--- src/rtl/mbp_pkg.sv ---
`default_nettype none
// ----------------------------------------------------------------------------
// mbp_pkg: shared types and constants
// Store geometry, request and status codes, and controller types for the
// masked bilinear pooling engine.
// ----------------------------------------------------------------------------
package mbp_pkg;

  localparam int MaxPositions = 256;
  localparam int MaxAChannels = 64;
  localparam int MaxBChannels = 64;
  localparam int MaxFields    = 16;

  localparam int PosW  = $clog2(MaxPositions);
  localparam int AChW  = $clog2(MaxAChannels);
  localparam int BChW  = $clog2(MaxBChannels);
  localparam int FldW  = $clog2(MaxFields);
  localparam int ADepth = MaxAChannels * MaxPositions;
  localparam int BDepth = MaxBChannels * MaxPositions;
  localparam int MDepth = MaxFields * MaxPositions;
  localparam int AAddrW = $clog2(ADepth);
  localparam int BAddrW = $clog2(BDepth);
  localparam int MAddrW = $clog2(MDepth);

  localparam logic [1:0] REQ_LOAD_A = 2'd0;
  localparam logic [1:0] REQ_LOAD_B = 2'd1;
  localparam logic [1:0] REQ_LOAD_M = 2'd2;
  localparam logic [1:0] REQ_QUERY  = 2'd3;

  localparam logic [1:0] ST_LOAD  = 2'd0;
  localparam logic [1:0] ST_QUERY = 2'd1;
  localparam logic [1:0] ST_ERROR = 2'd2;

  localparam logic [1:0] CFG_POSITIONS = 2'd0;
  localparam logic [1:0] CFG_A_CHANNELS = 2'd1;
  localparam logic [1:0] CFG_B_CHANNELS = 2'd2;
  localparam logic [1:0] CFG_FIELDS = 2'd3;

  typedef enum logic [2:0] {
    S_IDLE, S_RUN, S_DRAIN, S_DONE
  } state_t;

  // Controller to datapath.
  typedef struct packed {
    logic       clear;    // start of query: clear accumulator
    logic [PosW-1:0] pos; // read position
    logic       feed;     // valid tag into the pipeline
  } dp_cmd_t;

  // Datapath to controller.
  typedef struct packed {
    logic busy;           // pipeline still holds work
  } dp_stat_t;

endpackage
`default_nettype wire

--- src/rtl/mbp_ctrl.sv ---
`default_nettype none
// ----------------------------------------------------------------------------
// mbp_ctrl: query sequencer
// Steps the position counter through a query and waits for the pipeline.
// ----------------------------------------------------------------------------
module mbp_ctrl (
  input  wire logic              clk,
  input  wire logic              rst,
  input  wire logic              go,
  input  wire logic [8:0]        npos,
  input  wire mbp_pkg::dp_stat_t stat,
  output mbp_pkg::dp_cmd_t       cmd,
  output logic                   done,
  output logic                   active
);
  import mbp_pkg::*;

  state_t state, state_next;
  logic [8:0] cnt, cnt_next;

  always_ff @(posedge clk) begin
    if (rst) begin
      state <= S_IDLE;
      cnt   <= '0;
    end else begin
      state <= state_next;
      cnt   <= cnt_next;
    end
  end

  always_comb begin
    state_next = state;
    cnt_next   = cnt;
    cmd.clear  = 1'b0;
    cmd.feed   = 1'b0;
    cmd.pos    = cnt[PosW-1:0];
    done       = 1'b0;
    active     = 1'b1;
    unique case (state)
      S_IDLE: begin
        active = 1'b0;
        if (go) begin
          cmd.clear  = 1'b1;
          cnt_next   = '0;
          state_next = S_RUN;
        end
      end
      S_RUN: begin
        cmd.feed  = 1'b1;
        cnt_next  = cnt + 9'd1;
        if (cnt + 9'd1 >= npos) begin
          state_next = S_DRAIN;
        end
      end
      S_DRAIN: begin
        if (!stat.busy) begin
          state_next = S_DONE;
        end
      end
      S_DONE: begin
        done       = 1'b1;
        state_next = S_IDLE;
      end
      default: state_next = S_IDLE;
    endcase
  end
endmodule
`default_nettype wire
--- config.mk ---
export PLATFORM = sky130hd
export DESIGN_NAME = mbp_ctrl
export DESIGN_NICKNAME = d
export VERILOG_FILES = /design/src/rtl/mbp_pkg.sv /design/src/rtl/mbp_ctrl.sv
export SDC_FILE = /design/constraint.sdc
export NUM_CORES = 1
export LEC_CHECK = 0
export ABC_AREA = 1
export BUFFER_PORTS_ARGS = -buffer_cell sky130_fd_sc_hd__buf_2
export CORE_MARGIN = 10
export CORE_UTILIZATION = 53
export CTS_BUF_LIST = sky130_fd_sc_hd__clkbuf_16
export DETAILED_ROUTE_END_ITERATION = 10
export GPL_TIMING_DRIVEN = 0
export PLACE_DENSITY = 0.84
export SYNTH_ARGS = -nofsm -noshare
export SYNTH_HDL_FRONTEND = slang
export SYNTH_SLANG_ARGS = --single-unit
--- constraint.sdc ---
create_clock -name clk -period 2.6 [get_ports clk]
set_input_delay 0.52 -clock clk [delete_from_list [all_inputs] [get_ports clk]]
set_output_delay 0.52 -clock clk [all_outputs]
set_load 0.005 [all_outputs]
Word level (Yosys, flattened, before mapping). Index checks and enable logic that the tools add are counted.

$add $sub $neg: 1. $lt $le $gt $ge: 1. Equal/unequal tests: 6. Muxes and demuxes: 11. Reductions and logical operators: 4.

Operator list (count): case mux 9 bit (2 select lines) (1); adder 9 x 1 -> 9 bit, second input constant (1); greater-or-equal comparator 9 bit (1); 2-to-1 mux 3 bit (3); 2-to-1 mux 9 bit (1); case mux 3 bit (3 select lines) (1); == test 3 x 2 -> 1 bit, second input constant (2); != test 2 bit, second input constant (3); 2-to-1 mux 1 bit (5); == test 3 x 1 -> 1 bit, second input constant (1); logical NOT 3 bit (1); AND reduction 3 bit (1); AND reduction 2 bit (1); nonzero test 2 bit (1).

Flip-flop bits (word level): 12. Input bits: 13. Output and inout bits: 12. Logic and storage cells: 25.

Depth between registers and ports, before layout.
Word-level depth: 4. Gate-level depth with buffers: 17.

Worst setup path before layout. No wires, ideal clock.

Kind: register to register. Start: register cnt[0]. End: register state[0]. Library setup time: 0.115 ns. Data arrival time: 1.937 ns. Slack: 0.548 ns. Cell stages (with the launch flop): 16. Path buffers: 0. Clock period less this slack: 2.052 ns. Cell sequence: dfxtp_1 ha_1 nand3_2 inv_2 nand3_1 and2_2 ha_1 nand2_1 nor2_1 nand2_1 nor2_1 nor2_1 nand2_1 nand3_1 nand2_1 nor2_1.

Longest elaborated chain between the ends: 4.

Ends and longest elaborated chain: start, declared (line mbp_ctrl.sv:19) `logic [8:0] cnt, cnt_next;`; start signal, assigned (line mbp_ctrl.sv:27) `cnt <= cnt_next;`; adder 9 x 1 -> 9 bit (line mbp_ctrl.sv:51) `if (cnt + 9'd1 >= npos) begin`; greater-or-equal comparator 9 bit (line mbp_ctrl.sv:51); != test 2 bit (no line); AND reduction 3 bit (no line); end signal, assigned (line mbp_ctrl.sv:26) `state <= state_next;`; end, declared (line mbp_ctrl.sv:18) `state_t state, state_next;`.

Every way passes these cells. A chain may end at the register's enable or synchronous reset.

Final worst setup path.
Start: register cnt[1]. End: register state[1].

The elaborated chain is that of the path after synthesis.

==> results.yml <==
power:
  vdd_ir_drop_max_v: 0.0006171
  power.leakage_nw: 0.7125
  p_per_area_nw_per_um2: 674.7
status:
  outcome: "finished clean"
route:
  detail_route.wl_per_cell_um: 11.67
  drtIter0Drc: 20
  dr.pass1.iters: 4
  vias: 1026
  postRouteAntennaNets: 0
  drc: 0
  wl_um: 2509
  vias_per_cell: 4.772
placed_design:
  io_buffer_count: 23
  dp_hpwl_um: 1950
  place_ws_ps: 234.8
  finalWeightedCongestion: 0.8135
  postPlaceCellArea_um2: 1195
yosys:
  syn-num-nets: 188
  synth_cell_types: 23
  ys_seq_area_frac: 0.2105
  yosysTopAreaCell: "dfxtp_1"
  syn_inst: 161
  synth_top_area_frac: 0.2105
  ys_seq_elements: 11
  syn_area_um2: 1046
  avgSynthCellArea_um2: 6.497
  ys_top_cells_by_area: "dfxtp_1 (21%), nand2_1 (17%), ha_1 (17%)"
  yosysWarningCount: 0
setup_path:
  max_stage_delay_ps: 380
  r2r-start: "cnt[1]$_SDFFE_PP0P_"
  critPathKind: "reg2reg"
  crit_family: "simple AND/OR/NAND/NOR gates"
  path_cells: "ha_1 > nand3_2 > inv_2 > nand3_1 > and2_2 > ha_1 > nand2_1 > nor2_1 > nand2_1 > nor2_1 > nor2_1 > nand2_1 > nand3_1 > nand2_1 > nor2_1"
  crit_slowest_cell: "dfxtp_1"
  reg2regPathDepth: 15
  end_kind: "flop"
  cp.arrival_ps: 2490
  start_kind: "flop"
  critPathMaxFanout: 4
  required_ps: 2730
  r2r-end: "state[1]$_SDFFE_PP0P_"
  r2r_slack_ps: 250
  crit_buf_inv: 1
clock_tree:
  cts-htree-levels: 1
  clk_pin_slew_ps: 50
  clock-sinks: 11
  clockBufferDepth: 2
  cts_tree: "built"
  cts_made_buffers: 3
  clk_latency_ps: 240
  hold_buffers: 0
  cts-root-buf: "clkbuf_16"
final_layout:
  final_cell_mix: "nand2_1 (47), inv_1 (26), buf_2 (24)"
  finalNetCount: 216
  synthToLayoutAreaGrowth_pct: 21.89
  stdcell_area_um2: 1275
  layout_commonest_cell: "nand2_1"
  diodes: 0
  drive_gt1_frac: 0.3085
floorplan:
  die_y_um: 64.43
  die-area_um2: 4151
  fp.dieW_um: 64.43
  row_count: 16
  core_area_um2: 1922
  start_util: 0.5443
  ios: 25
sta:
  finalSetupTns_ps: 0
  setup_violations: 0
  finalMaxSlewViolations: 0
  hold_violations: 0
  fin_skew_ps: 3.722
  hold_slack_ps: 503.3
  fin_crit_ps: 2354
  max_freq_ghz: 0.4249
  tightest_slew_ps: 525.9
  setup_ws_ps: 246.5
  slew_headroom: 0.6494
  rsz0062_at_grt: "no"
  post-route-period-util: 0.9052
grt:
  met2_usage: 0.2254
  grt_util_met3: 0.03436
  grt_pass1_wl_um: 4305
  grt.total_usage: 0.1250
  grt_max_degree: 10
  gr-total-overflow: 0
  busiest_layer: "met2"
  first_global_vias: 1065
  use_met1: 0.1261
  antenna_found_initial: 0
min_path:
  min-delay-start: "cnt[8]$_SDFFE_PP0P_"
  hold_path_class: "reg2reg"
  hold_depth: 2
  min_to: "cnt[8]$_SDFFE_PP0P_"
run:
  drv_cap: 0
## worst min-delay path, cell delays in order, from the launching register on
cell	delay [ps]
dfxtp_1	320
nand2_1	80
a21oi_2	50
## routing by layer
metal / wire (um) / vias to the layer above
li1: - / 535
met1: 1009 / 456
met2: 1295 / 28
met3: 143 / 7
met4: 61 / 0
met5: 0 / -
## area by class of cell
| cell class | instances | area, um2 |
|---|---|---|
| Buffer | 10 | 68.82 |
| Fill cell | 172 | 646.9 |
| Timing Repair Buffer | 23 | 115.1 |
| Clock inverter | 1 | 3.754 |
| Inverter | 34 | 127.6 |
| Multi-Input combinational cell | 106 | 629.4 |
| Clock buffer | 3 | 75.07 |
| Tap cell | 27 | 33.78 |
| Sequential cell | 11 | 221.5 |
## through the flow
stage / cells / utilization / power (W)
after detailed placement: 211 / 0.6217 / 0.0005744
after floorplan: 161 / - / 0.0004693
after global routing: 215 / 0.6634 / 0.0009195
final: 215 / 0.6634 / 0.0008602
after global placement: 211 / 0.6217 / 0.0005544
after CTS: 215 / 0.6628 / 0.0008586
## how the worst max path moves through the flow
stage                                   start                     to  slack [ps]  depth (start not counted)
after floorplan           cnt[0]$_SDFFE_PP0P_  state[0]$_SDFFE_PP0P_         550                         15
after global placement    cnt[0]$_SDFFE_PP0P_  state[0]$_SDFFE_PP0P_         340                         15
after detailed placement  cnt[0]$_SDFFE_PP0P_  state[1]$_SDFFE_PP0P_         230                         15
after CTS                 cnt[0]$_SDFFE_PP0P_  state[1]$_SDFFE_PP0P_         190                         15
after global routing      cnt[1]$_SDFFE_PP0P_  state[1]$_SDFFE_PP0P_          40                         15
final                     cnt[1]$_SDFFE_PP0P_  state[1]$_SDFFE_PP0P_         250                         15
## registers in the layout, indices dropped and copies added (netlist names)
| name | cells |
|---|---|
| cnt | 9 |
| state | 2 |
## report_power, final
group | total (W) | internal (W) | switching [W]
Clock | 0.000286 | 0.000203 | 0.0000835
Combinational | 0.000353 | 0.000137 | 0.000217
Sequential | 0.000221 | 0.000193 | 0.0000277
Total | 0.000860 | 0.000532 | 0.000328
## kinds of logic after synthesis
logic type / after synthesis / synth area share
and+or+nand+nor: 72 / 0.3110
buffers and inverters: 44 / 0.1878
AOI/OAI and AO/OA: 17 / 0.09808
adders and majority gates: 14 / 0.1675
DFF: 11 / 0.2105
xor gates and xnor gates: 3 / 0.02512
## repair_timing
| action | 4_1_cts | 5_1_grt |
|---|---|---|
| endpoints found under the setup margin | 0 | 2 |
| setup buffers | 0 | 0 |
| gates resized for setup | 0 | 1 |
| endpoints found under the hold margin | 0 | 0 |
## synthesized netlist by cell type, drive strengths merged
| cell | number |
|---|---|
| and2 | 2 |
| a21oi | 14 |
| buf | 10 |
| dfxtp | 11 |
| o21bai | 1 |
| nand2 | 48 |
| ha | 14 |
| inv | 34 |
| o21ai | 2 |
| nor2 | 11 |
| nand3 | 9 |
| xor2 | 3 |
| nor3 | 2 |
(Power assumes the default switching activity.)
